### src/rtl/ttf_pkg.sv
// Shared types and constants for the thermocouple trimmed filter.
package ttf_pkg;

  localparam int ADC_W  = 12;
  localparam int NTC_W  = 10;
  localparam int HEAT_W = 15;
  localparam int NQ_W   = 9;
  localparam int TQ_W   = 14;

  localparam logic [ADC_W-1:0] NTC_HI_LIMIT = 12'd3325;
  localparam logic [ADC_W-1:0] NTC_LO_LIMIT = 12'd1508;
  localparam logic [8:0]       NTC_NUM      = 9'd500;
  localparam logic [10:0]      NTC_DEN      = 11'd1817;
  localparam logic [6:0]       TC_NUM       = 7'd100;
  localparam logic [5:0]       TC_DEN       = 6'd41;

  // rounded-up reciprocals: ceil(2^22 * 500 / 1817) and ceil(2^18 * 100 / 41)
  localparam int               NTC_SHIFT = 22;
  localparam logic [20:0]      NTC_RECIP = 21'd1154184;
  localparam int               TC_SHIFT  = 18;
  localparam logic [19:0]      TC_RECIP  = 20'd639376;

  localparam logic signed [NTC_W-1:0] CJ_TEMP_MAX = 10'sd400;
  localparam logic signed [NTC_W-1:0] CJ_TEMP_MIN = -10'sd100;

  // one converted word handed from the front end to the filter
  typedef struct packed {
    logic signed [HEAT_W-1:0] raw_heat;
    logic signed [NTC_W-1:0]  cj_temp;
  } conv_t;

endpackage

### src/rtl/thermocouple_temp_trimmed_filter_unit.sv
// Front end converts a word by reciprocal multiplication; a two-word queue follows.
// While the ring fills, each word is stored and passed on unfiltered; once full, the back end walks
// the ring with one read per cycle, then trims and scales by the reciprocal. The back end takes
// no new word until its last result is accepted.
// Reset clears the queue, ring pointer and fill count; ring contents are not cleared.
module thermocouple_temp_trimmed_filter_unit #(
  parameter int WINDOW = 32
) (
  input  logic        clk_i,
  input  logic        rst_ni,
  input  logic        s_axis_tvalid,
  output logic        s_axis_tready,
  input  logic [23:0] s_axis_tdata,   // [11:0] ntc_adc, [23:12] tc_adc
  output logic        m_axis_tvalid,
  input  logic        m_axis_tready,
  output logic [31:0] m_axis_tdata    // [9:0] cj_temp, [24:10] htr_temp, rest zero
);
  import ttf_pkg::*;

  logic  fe_valid, fe_ready, q_valid, q_ready;
  conv_t fe_data, q_data;
  logic signed [NTC_W-1:0]  cj_temp;
  logic signed [HEAT_W-1:0] htr_temp;

  ttf_front u_front (
    .clk_i       (clk_i),
    .rst_ni      (rst_ni),
    .in_valid_i  (s_axis_tvalid),
    .in_ready_o  (s_axis_tready),
    .ntc_adc_i   (s_axis_tdata[11:0]),
    .tc_adc_i    (s_axis_tdata[23:12]),
    .out_valid_o (fe_valid),
    .out_ready_i (fe_ready),
    .out_data_o  (fe_data)
  );

  ttf_fifo u_fifo (
    .clk_i      (clk_i),
    .rst_ni     (rst_ni),
    .wr_valid_i (fe_valid),
    .wr_ready_o (fe_ready),
    .wr_data_i  (fe_data),
    .rd_valid_o (q_valid),
    .rd_ready_i (q_ready),
    .rd_data_o  (q_data)
  );

  ttf_back #(
    .WINDOW (WINDOW)
  ) u_back (
    .clk_i       (clk_i),
    .rst_ni      (rst_ni),
    .in_valid_i  (q_valid),
    .in_ready_o  (q_ready),
    .in_data_i   (q_data),
    .out_valid_o (m_axis_tvalid),
    .out_ready_i (m_axis_tready),
    .cj_temp_o   (cj_temp),
    .htr_temp_o  (htr_temp)
  );

  assign m_axis_tdata = {7'b0, htr_temp, cj_temp};

endmodule

### src/rtl/ttf_front.sv
// Front end: takes ADC words, converts them to temperatures by reciprocal multiplication.
module ttf_front (
  input  logic                        clk_i,
  input  logic                        rst_ni,
  input  logic                        in_valid_i,
  output logic                        in_ready_o,
  input  logic [ttf_pkg::ADC_W-1:0]   ntc_adc_i,
  input  logic [ttf_pkg::ADC_W-1:0]   tc_adc_i,
  output logic                        out_valid_o,
  input  logic                        out_ready_i,
  output ttf_pkg::conv_t              out_data_o
);
  import ttf_pkg::*;

  typedef enum logic [2:0] {
    FE_IDLE = 3'b001,
    FE_CONV = 3'b010,
    FE_DONE = 3'b100
  } fe_state_e;

  fe_state_e               state_q, state_d;
  logic [ADC_W-1:0]        ntc_adc_q, tc_adc_q;
  logic                    clamp_hi_q, clamp_lo_q;
  logic [NQ_W-1:0]         nq_q;
  logic                    nrem_q;
  logic [TQ_W-1:0]         tq_q;

  logic [10:0]             ntc_off;
  logic [31:0]             nprod, tprod;
  logic                    round_up;
  logic signed [10:0]      conv;
  logic signed [NTC_W-1:0] cj_temp;

  assign in_ready_o  = (state_q == FE_IDLE);
  assign out_valid_o = (state_q == FE_DONE);

  // offset into the linear segment; zero when clamped
  assign ntc_off = (clamp_hi_q || clamp_lo_q) ? '0 : 11'(ntc_adc_q - NTC_LO_LIMIT);

  // floor quotients by multiply and shift, exact over the whole input range
  assign nprod = {21'b0, ntc_off} * {11'b0, NTC_RECIP};
  assign tprod = {20'b0, tc_adc_q} * {12'b0, TC_RECIP};

  always_comb begin
    state_d = state_q;
    case (state_q)
      FE_IDLE: begin
        if (in_valid_i) state_d = FE_CONV;
      end
      FE_CONV: begin
        state_d = FE_DONE;
      end
      FE_DONE: begin
        if (out_ready_i) state_d = FE_IDLE;
      end
      default: state_d = FE_IDLE;
    endcase
  end

  // truncation toward zero: round the quotient up while the result stays positive
  assign round_up = (nq_q < 9'd400) && nrem_q;
  assign conv     = 11'sd400 - $signed({2'b00, nq_q}) - $signed({10'b0, round_up});

  always_comb begin
    if (clamp_hi_q)      cj_temp = CJ_TEMP_MIN;
    else if (clamp_lo_q) cj_temp = CJ_TEMP_MAX;
    else                 cj_temp = conv[NTC_W-1:0];
  end

  assign out_data_o.cj_temp  = cj_temp;
  assign out_data_o.raw_heat = HEAT_W'(cj_temp) + $signed({1'b0, tq_q});

  always_ff @(posedge clk_i or negedge rst_ni) begin
    if (!rst_ni) begin
      state_q <= FE_IDLE;
    end else begin
      state_q <= state_d;
    end
  end

  always_ff @(posedge clk_i) begin
    if (state_q == FE_IDLE && in_valid_i) begin
      ntc_adc_q  <= ntc_adc_i;
      tc_adc_q   <= tc_adc_i;
      clamp_hi_q <= ntc_adc_i > NTC_HI_LIMIT;
      clamp_lo_q <= ntc_adc_i < NTC_LO_LIMIT;
    end
    if (state_q == FE_CONV) begin
      nq_q   <= NQ_W'(nprod >> NTC_SHIFT);
      // 500 and 1817 are coprime: the remainder is zero only at either end of the segment
      nrem_q <= (ntc_off != '0) && (ntc_off != NTC_DEN);
      tq_q   <= TQ_W'(tprod >> TC_SHIFT);
    end
  end

endmodule

### src/rtl/ttf_fifo.sv
// Two-word queue between the converter and the filter.
module ttf_fifo (
  input  logic           clk_i,
  input  logic           rst_ni,
  input  logic           wr_valid_i,
  output logic           wr_ready_o,
  input  ttf_pkg::conv_t wr_data_i,
  output logic           rd_valid_o,
  input  logic           rd_ready_i,
  output ttf_pkg::conv_t rd_data_o
);
  import ttf_pkg::*;

  conv_t       mem_q [2];
  logic        wptr_q, rptr_q;
  logic [1:0]  count_q;
  logic        push, pop;

  assign wr_ready_o = (count_q != 2'd2);
  assign rd_valid_o = (count_q != 2'd0);
  assign push       = wr_valid_i && wr_ready_o;
  assign pop        = rd_valid_o && rd_ready_i;
  assign rd_data_o  = mem_q[rptr_q];

  always_ff @(posedge clk_i or negedge rst_ni) begin
    if (!rst_ni) begin
      wptr_q  <= 1'b0;
      rptr_q  <= 1'b0;
      count_q <= 2'd0;
    end else begin
      if (push) wptr_q <= ~wptr_q;
      if (pop)  rptr_q <= ~rptr_q;
      case ({push, pop})
        2'b10:   count_q <= count_q + 2'd1;
        2'b01:   count_q <= count_q - 2'd1;
        default: count_q <= count_q;
      endcase
    end
  end

  always_ff @(posedge clk_i) begin
    if (push) mem_q[wptr_q] <= wr_data_i;
  end

endmodule

### src/rtl/ttf_back.sv
// Back end: sample ring, min/max/sum walk and trimmed mean; unfiltered until full.
module ttf_back #(
  parameter int WINDOW = 32
) (
  input  logic                             clk_i,
  input  logic                             rst_ni,
  input  logic                             in_valid_i,
  output logic                             in_ready_o,
  input  ttf_pkg::conv_t                   in_data_i,
  output logic                             out_valid_o,
  input  logic                             out_ready_i,
  output logic signed [ttf_pkg::NTC_W-1:0]  cj_temp_o,
  output logic signed [ttf_pkg::HEAT_W-1:0] htr_temp_o
);
  import ttf_pkg::*;

  typedef enum logic [4:0] {
    BE_IDLE = 5'b00001,
    BE_WALK = 5'b00010,
    BE_TRIM = 5'b00100,
    BE_DIV  = 5'b01000,
    BE_OUT  = 5'b10000
  } be_state_e;

  localparam int PTR_W = $clog2(WINDOW);
  localparam int CNT_W = $clog2(WINDOW + 1);
  localparam int SUM_W = HEAT_W + PTR_W + 1;
  // shift wide enough that magnitude times divisor stays below 2^RS: quotient is exact
  localparam int RS    = SUM_W + PTR_W;
  localparam int RM_W  = RS + 1;
  localparam int PR_W  = SUM_W + RM_W;
  localparam logic [RM_W-1:0] RECIP_ONE = RM_W'(((2 ** RS) + WINDOW - 2) / (WINDOW - 1));
  localparam logic [RM_W-1:0] RECIP_TWO = RM_W'(((2 ** RS) + WINDOW - 3) / (WINDOW - 2));

  be_state_e                state_q, state_d;
  logic signed [HEAT_W-1:0] ring [WINDOW];
  logic signed [HEAT_W-1:0] rd_data_q;
  logic [PTR_W-1:0]         wptr_q;
  logic [CNT_W-1:0]         fill_q;
  logic [CNT_W-1:0]         rd_cnt_q;
  logic                     rd_vld_q, first_q;
  logic signed [HEAT_W-1:0] min_q, max_q;
  logic signed [SUM_W-1:0]  sum_q;
  logic [SUM_W-1:0]         mag_q;
  logic                     neg_q, flat_q;
  logic signed [NTC_W-1:0]  ntc_q;
  logic signed [HEAT_W-1:0] heat_q;

  logic                     pop, rd_en, full, all_equal;
  logic signed [SUM_W-1:0]  trimmed;
  logic [RM_W-1:0]          recip;
  logic [PR_W-1:0]          prod;
  logic [HEAT_W-1:0]        quot;

  assign full        = (fill_q == CNT_W'(WINDOW));
  assign in_ready_o  = (state_q == BE_IDLE);
  assign pop         = in_valid_i && (state_q == BE_IDLE);
  assign rd_en       = (state_q == BE_WALK) && (rd_cnt_q < CNT_W'(WINDOW));
  assign out_valid_o = (state_q == BE_OUT);
  assign cj_temp_o   = ntc_q;
  assign htr_temp_o  = heat_q;

  // equal extremes mean every entry is the same: drop just one of them
  assign all_equal = (min_q == max_q);
  assign trimmed   = sum_q - SUM_W'(min_q) - (all_equal ? SUM_W'(0) : SUM_W'(max_q));

  // divide the magnitude by WINDOW-1 or WINDOW-2 through the rounded-up reciprocal
  assign recip = flat_q ? RECIP_ONE : RECIP_TWO;
  assign prod  = PR_W'(mag_q) * PR_W'(recip);
  assign quot  = HEAT_W'(prod >> RS);

  always_comb begin
    state_d = state_q;
    case (state_q)
      BE_IDLE: if (in_valid_i) state_d = full ? BE_WALK : BE_OUT;
      BE_WALK: if (rd_cnt_q == CNT_W'(WINDOW) && !rd_vld_q) state_d = BE_TRIM;
      BE_TRIM: state_d = BE_DIV;
      BE_DIV:  state_d = BE_OUT;
      BE_OUT:  if (out_ready_i) state_d = BE_IDLE;
      default: state_d = BE_IDLE;
    endcase
  end

  always_ff @(posedge clk_i or negedge rst_ni) begin
    if (!rst_ni) begin
      state_q  <= BE_IDLE;
      wptr_q   <= '0;
      fill_q   <= '0;
      rd_cnt_q <= '0;
      rd_vld_q <= 1'b0;
      first_q  <= 1'b0;
    end else begin
      state_q  <= state_d;
      rd_vld_q <= rd_en;
      if (pop) begin
        wptr_q   <= (wptr_q == PTR_W'(WINDOW - 1)) ? '0 : wptr_q + 1'b1;
        if (!full) fill_q <= fill_q + 1'b1;
        rd_cnt_q <= '0;
        first_q  <= 1'b1;
      end
      if (rd_en) rd_cnt_q <= rd_cnt_q + 1'b1;
      if (rd_vld_q) first_q <= 1'b0;
    end
  end

  // sample ring
  always_ff @(posedge clk_i) begin
    if (pop) ring[wptr_q] <= in_data_i.raw_heat;
    if (rd_en) rd_data_q <= ring[rd_cnt_q[PTR_W-1:0]];
  end

  always_ff @(posedge clk_i) begin
    if (pop) begin
      ntc_q  <= in_data_i.cj_temp;
      heat_q <= in_data_i.raw_heat;
    end
    if (rd_vld_q) begin
      if (first_q) begin
        min_q <= rd_data_q;
        max_q <= rd_data_q;
        sum_q <= SUM_W'(rd_data_q);
      end else begin
        if (rd_data_q < min_q) min_q <= rd_data_q;
        if (rd_data_q > max_q) max_q <= rd_data_q;
        sum_q <= sum_q + SUM_W'(rd_data_q);
      end
    end
    if (state_q == BE_TRIM) begin
      neg_q  <= trimmed[SUM_W-1];
      mag_q  <= trimmed[SUM_W-1] ? $unsigned(-trimmed) : $unsigned(trimmed);
      flat_q <= all_equal;
    end else if (state_q == BE_DIV) begin
      // magnitude quotient with the sign put back: truncates toward zero
      heat_q <= neg_q ? -$signed(quot) : $signed(quot);
    end
  end

endmodule
### config.mk
export PLATFORM = sky130hd
export DESIGN_NAME = thermocouple_temp_trimmed_filter_unit
export DESIGN_NICKNAME = d
export VERILOG_FILES = /design/src/rtl/ttf_pkg.sv /design/src/rtl/thermocouple_temp_trimmed_filter_unit.sv /design/src/rtl/ttf_front.sv /design/src/rtl/ttf_fifo.sv /design/src/rtl/ttf_back.sv
export SDC_FILE = /design/constraint.sdc
export NUM_CORES = 2
export LEC_CHECK = 0
export BUFFER_PORTS_ARGS = -buffer_cell sky130_fd_sc_hd__buf_2
export CAP_MARGIN = 20
export CELL_PAD_IN_SITES_DETAIL_PLACEMENT = 0
export CELL_PAD_IN_SITES_GLOBAL_PLACEMENT = 1
export CORE_MARGIN = 2
export CORE_UTILIZATION = 58
export DETAILED_ROUTE_END_ITERATION = 12
export PLACE_DENSITY = 0.94
export SETUP_SLACK_MARGIN = 0.1
export SLEW_MARGIN = 10
export SYNTH_ARGS = -nofsm -noshare
export SYNTH_HDL_FRONTEND = slang
export SYNTH_SLANG_ARGS = --single-unit
### constraint.sdc
create_clock -name clk_i -period 13.72 [get_ports clk_i]
set_input_delay 3.43 -clock clk_i [delete_from_list [all_inputs] [get_ports clk_i]]
set_output_delay 3.43 -clock clk_i [all_outputs]
set_load 0.02 [all_outputs]
Yosys cells after proc, flatten, opt, wreduce, memory -nomap -nowiden
Memory sizes are Yosys's and may differ from the RTL's. A register that Yosys moved wholly into a read port is not among the register bits.
Cells that the tools add are included.
{ "totals": {"regBits": 179, "ramBits": 530, "input_bits": 28, "output_inout_bits": 34, "wordCells": 129, "memories": 2} }
{ "memory_table": {"columns": ["name", "depth", "word_bits", "rd", "rd_clocked_by_memory_dff", "write_ports", "line", "text"], "rows": [
  ["u_back.ring", 32, 15, 1, 1, 1, "ttf_back.sv:36", "logic signed [HEAT_W-1:0] ring [WINDOW];"],
  ["u_fifo.mem_q", 2, 25, 1, 0, 1, "ttf_fifo.sv:14", "conv_t mem_q [2];"]
]} }
{ "op_classes": {"addsub": 14, "n_mul": 3, "order_cmp": 6, "n_eq_ne": 21, "mux": 33, "bitwise_logic": 3, "reduce_logical": 21} }
{ "op_table": {"columns": ["op", "n"], "rows": [
  ["$mux 15", 8],
  ["$mux 21", 2],
  ["$mul 21x27->41", 1],
  ["$mul 11x18->28 const B", 1],
  ["$mul 12x16->28 const B", 1],
  ["$mux 5", 5],
  ["$pmux 5 s5", 1],
  ["$add 21x15->21", 1],
  ["$neg 21->21", 1],
  ["$sub 21x15->21", 1],
  ["$sub 21x21->21", 1],
  ["$mux 10", 2],
  ["$mux 20", 1],
  ["$mux 18", 1],
  ["$add 10x15->15", 1],
  ["$eq 15x15->1", 1],
  ["$gt 15x15->1", 1],
  ["$lt 15x15->1", 1],
  ["$neg 15->15", 1],
  ["$add 6x1->6 const B", 2],
  ["$eq 6x6->1 const B", 2],
  ["$gt 12x12->1 const B", 1],
  ["$lt 12x11->1 const B", 1],
  ["$mux 6", 2],
  ["other kinds (34)", 61]
]} }

Longest topological paths before layout
{ "depth": {"ltp_word": 6, "ltp_mapped": 30} }

Hierarchy
A second synthesis with hierarchy kept.
{ "unflattened": {"hier_cells": 3338, "hier_area_um2": 44978.1} }
{ "modules_own_cells": {"columns": ["mod", "n_inst", "cells_each", "area_per_inst_um2", "seq_area_each_um2"], "rows": [
  ["ttf_back", 1, 2485, 35091.2, 18288.8],
  ["ttf_front", 1, 750, 7818.7, 1547.7],
  ["ttf_fifo", 1, 95, 2011.9, 1601.5],
  ["thermocouple_temp_trimmed_filter_unit", 1, 8, 56.3, 0.0]
]} }

Worst setup path after synthesis
Ideal clock, no wire load.
{ "synth_path": {"path_type": "register to register", "from": "reg u_back.flat_q", "to": "reg u_back.heat_q[6] (netlist: u_back.htr_temp_o[6])", "setup_ps": 138, "t_arrival_ps": 6452, "t_required_ps": 13582, "path_slack_ps": 7130, "path_stages_with_launch": 28, "period_less_slack_ps": 6590, "path_cell_list": "edfxtp_1 clkbuf_1 clkbuf_1 a21oi_1 fa_1 inv_1 fa_1 fa_1 fa_1 inv_1 fa_1 inv_1 ha_1 ha_1 nand2_1 nor2_1 a21oi_1 a31oi_1 xor2_1 inv_1 ha_1 nand2b_1 mux2_2 o31ai_1 nor3b_1 a211oi_1 xnor2_1 mux2i_1"} }
{ "synth_between": {"elab_chain_cells": 6} }
{ "synth_lines": {"columns": ["item", "line", "text"], "rows": [
  ["start, declared", "ttf_back.sv:45", "logic neg_q, flat_q;"],
  ["start signal, assigned", "ttf_back.sv:131", "flat_q <= all_equal;"],
  ["$mux 18 *", "ttf_back.sv:68", "assign recip = flat_q ? RECIP_ONE : RECIP_TWO;"],
  ["$mul 21x27->41 *", "ttf_back.sv:69", "assign prod = PR_W'(mag_q) * PR_W'(recip);"],
  ["$neg 15->15", "ttf_back.sv:134", "heat_q <= neg_q ? -$signed(quot) : $signed(quot);"],
  ["$mux 15 *", "ttf_back.sv:134", null],
  ["$mux 15 *", "ttf_back.sv:132", "end else if (state_q == BE_DIV) begin"],
  ["$mux 15 *", "ttf_back.sv:128", "if (state_q == BE_TRIM) begin"],
  ["end signal, assigned", "ttf_back.sv:115", "heat_q <= in_data_i.raw_heat;"],
  ["end signal, assigned", "ttf_back.sv:134", null],
  ["end, declared", "ttf_back.sv:47", "logic signed [HEAT_W-1:0] heat_q;"]
]} }
Mark *: on every way between the ends. The rest lies on a longest branch, timed or not.
A chain may end at the register's enable or synchronous reset.

Worst setup path in the final report
{ "layout_path": {"from": "reg u_back.flat_q", "to": "reg u_back.heat_q[14] (netlist: u_back.htr_temp_o[14])"} }
Same word-level chain as after synthesis.

==> key figures <==
Route
  – DRT Wirelength: between 100 and 150 mm
  – WL per Instance: 22.9 µm
  – DR vias/cell: about 6
  – Antenna-violating nets left: 0
  – Via count: between 20000 and 30000
  – DR DRC count: 0
  – DRT iter0 DRCs: between 2000 and 2500
  – First-pass DRT Iterations: 8

Global route
  – Antenna violations before repair: 2
  – Vias in the first global route: 27200
  – Total GRT Usage: approximately a quarter
  – Largest net degree at the start of global routing: 75
  – Gr ovfl total: 0
  – First-pass GRT wire length: about 160 mm

Run
  – Max-cap violation count: 0

Clocking
  – Cts bufs inserted: 77
  – Clk buf depth: 3
  – Post-cts resize count: 0
  – Clock Sinks: about 720
  – Clk_lat worst skew: around 0.64 ns
  – H-tree Lvls: 3
  – Hold_buf cts: 0
  – CTS tree: built
  – Setup Fix Bufs, Post-CTS: 0
  – CTS root buf: clkbuf_16
  – Clock Pin Slew Worst Setup and Hold Paths: roughly 0.06 ns

Place
  – IO Port Bufs: between 50 and 60
  – Placed wire-length estimate: 68.4 mm
  – Dpl cells: around 4300
  – Pre-CTS WS: approximately 6.5 ns
  – GP Congestion: approximately 0.90

Finish
  – Total area of sequential cells: between 20000 and 25000 µm²
  – Ant diodes: 0
  – Multi-input logic area: 21000 µm²
  – # fillers: around 5300
  – Area Growth Syn to Fin: 9.87%
  – Commonest non-fill, non-tap cell in the layout: edfxtp_1
  – Commonest non-fill, non-tap cells in the layout: edfxtp_1 (678), ha_1 (475), inv_1 (466), fa_1 (223), nand2_1 (172)
  – Share of layout cells above drive strength 1: between 10% and 20%
  – Nets@finish: ~4100
  – Fin cells: 4419

Timing
  – RSZ-0062 raised after global routing: no
  – Worst-Margin Slew: 1.16 ns
  – TNS Setup: 0 ns
  – Fmax: 137 MHz
  – Worst Skew: between 0.04 and 0.05 ns
  – # setup viols final: 0
  – Tmin final: 7.29 ns
  – Hold Vio Cnt, Final: 0
  – Hold slack: roughly 0.48 ns
  – Headroom to the max-slew limit: between 20% and 30%
  – Post-route worst setup slack: between 6 and 7 ns
  – Period Utilization, post-route: between 50% and 60%
  – Count of pins over their slew limit: 0

Setup path
  – R2r setup slk: between 6 and 7 ns
  – Crit Path Max Fanout: between 40 and 50
  – Crit path kind: reg -> reg
  – Critical path data arrival time: between 7 and 8 ns
  – Reg2reg start: u_back.flat_q$_DFFE_PP_
  – Critical Path Start Type: flip-flop
  – Data required, critical path: roughly 14 ns
  – Register-to-Register Path Depth: 27
  – Worst reg2reg endpoint: u_back.htr_temp_o[14]$_DFF_P_
  – Worst Setup End Kind: flip-flop

Min path
  – Worst Hold End: u_back.htr_temp_o[4]$_DFF_P_
  – Hold path cells: 2
  – Worst hold start: u_back.htr_temp_o[4]$_DFF_P_
  – Worst hold-check path type: reg -> reg

Power
  – LEAKAGE: between 0.02 and 0.025 µW
  – Seq pwr share: 37.3%
  – P_int: between 5000 and 6000 µW
  – Pwr dens: 164 nW/µm²
  – Clk pwr share: roughly 27%
  – Worst vdd ir: about 0.17 mV
  – Switching portion of total power: about 35%
  – Comb pwr share: a little over a third
  – Psw: 2760 µW

Yosys
  – Warnings from Yosys: 0
  – Leading area contributor after synthesis: edfxtp_1
  – FF+latch count, synth: 724
  – Syn_area_per_cell: about 14 µm²
  – Top-area cell type share of the netlist area: a little under half
  – Post-synth EDFFs: roughly 680
  – Synth Flop Type: edfxtp_1
  – Post-synthesis cell area: 44300 µm²
  – Ys async rst share: about 4.3%
  – Netlist cell types: 98
  – Seq/Total Area, Yosys: 48.4%
  – Synth Instances: approximately 3200
  – Synth area leaders: edfxtp_1 (46%), ha_1 (13%), fa_1 (10%)

Die
  – Die Y: roughly 280 µm
  – Row count: about 100
  – Initial Utilization: 58.5%
  – Die area: 78700 µm²
  – Ports: 62
  – Die width: 280 µm
  – Core area: roughly 76000 µm²

Run status
  – Status: complete, no violations
## stage by stage
stage,utilization (%),instance area (µm²),total power [µW]
final,64.2,48700,7980
after global routing,64.2,48700,8470
after CTS,64.2,48700,8010
after detailed placement,60.8,46100,5810
after global placement,60.8,46100,5700
after floorplan,-,44500,5050
## cell families after synthesis
group	after synthesis	synth area share, %
compound gates	367	5.45
xor+xnor	142	2.81
fa+ha+maj	698	23.5
buf+inv	548	4.74
flops	724	48.4
mux	219	9.30
other cells	2	0.0169
simple gates	529	5.86
## cell usage after synthesis, drive strengths merged, types with 26 or more instances
| cell | number |
|---|---|
| a21o | 36 |
| a21oi | 99 |
| buf | 28 |
| clkbuf | 52 |
| dfrtp | 29 |
| edfxtp | 678 |
| fa | 223 |
| ha | 475 |
| inv | 468 |
| mux2 | 43 |
| mux2i | 26 |
| mux4 | 150 |
| nand2 | 173 |
| nand2b | 34 |
| nor2 | 119 |
| nor2b | 26 |
| nor3 | 40 |
| o21ai | 98 |
| xnor2 | 82 |
| xor2 | 60 |
## per-layer routing
| metal | wire, µm | vias to the layer above | GRT usage (%) |
|---|---|---|---|
| met3 | 7960 | 292 | 4.66 |
| met2 | 49500 | 1252 | 43.8 |
| met4 | 3730 | 0 | 9.97 |
| met1 | 39900 | 13100 | 35.5 |
| li1 | - | 11900 | - |
| met5 | 0 | - | 0 |
## worst max-delay path: stages, from the launching register on
cell and delay (ns):
edfxtp_1 0.35, buf_4 0.27, nor2b_1 0.32, a21oi_1 0.12, fa_1 0.52, inv_1 0.06
fa_1 0.52, fa_1 0.52, fa_1 0.54, inv_1 0.05, fa_1 0.52, inv_1 0.04
ha_1 0.28, ha_1 0.32, nand2_1 0.08, nor2_1 0.34, a21oi_1 0.17, a31oi_1 0.34
xor2_1 0.22, inv_1 0.10, ha_1 0.19, nand2_1 0.06, mux2_2 0.30, nor2_2 0.20
nand2_2 0.13, o31ai_2 0.25, xnor2_1 0.19, mux2i_1 0.11
## registers in the layout, indices dropped and copies added, names as in the netlist, 2 cells and up
name	cells
u_back.cj_temp_o	10
u_back.fill_q	6
u_back.htr_temp_o	15
u_back.mag_q	21
u_back.max_q	15
u_back.min_q	15
u_back.rd_cnt_q	6
u_back.rd_data_q	15
u_back.ring	480
u_back.state_q	5
u_back.sum_q	21
u_back.wptr_q	5
u_fifo.count_q	2
u_fifo.mem_q	50
u_front.nq_q	9
u_front.ntc_adc_q	11
u_front.state_q	3
u_front.tc_adc_q	12
u_front.tq_q	14
## final cells by class
| cell class | count | area share, % |
|---|---|---|
| flip-flops and latches | 724 | 44.0 |
| multi-input cells | 2007 | 43.2 |
| clock buffers | 98 | 4.31 |
| inverters | 468 | 3.61 |
| well taps | 978 | 2.51 |
| repair buffers | 102 | 1.29 |
| clock inverters | 42 | 1.05 |
## worst max path at each step
stage | startpoint | end | depth (start not counted)
after floorplan | u_back.flat_q$_DFFE_PP_ | u_back.htr_temp_o[6]$_DFF_P_ | 27
after global placement | u_back.flat_q$_DFFE_PP_ | u_back.htr_temp_o[6]$_DFF_P_ | 27
after detailed placement | u_back.flat_q$_DFFE_PP_ | u_back.htr_temp_o[6]$_DFF_P_ | 27
after CTS | u_back.flat_q$_DFFE_PP_ | u_back.htr_temp_o[14]$_DFF_P_ | 27
after global routing | u_back.flat_q$_DFFE_PP_ | u_back.htr_temp_o[14]$_DFF_P_ | 27
final | u_back.flat_q$_DFFE_PP_ | u_back.htr_temp_o[14]$_DFF_P_ | 27
## power by group through the flow
| stage | Combinational, µW | Sequential (µW) | Clock [µW] |
|---|---|---|---|
| 2_1_floorplan | 2080 | 2970 | 0 |
| 3_3_place_gp | 2710 | 2990 | 0 |
| 3_5_place_dp | 2800 | 3010 | 0 |
| 4_1_cts | 2870 | 2970 | 2170 |
| 5_1_grt | 3240 | 2990 | 2250 |
| 6_report | 2850 | 2970 | 2150 |
No activity file was read; power rests on OpenSTA's default activity.
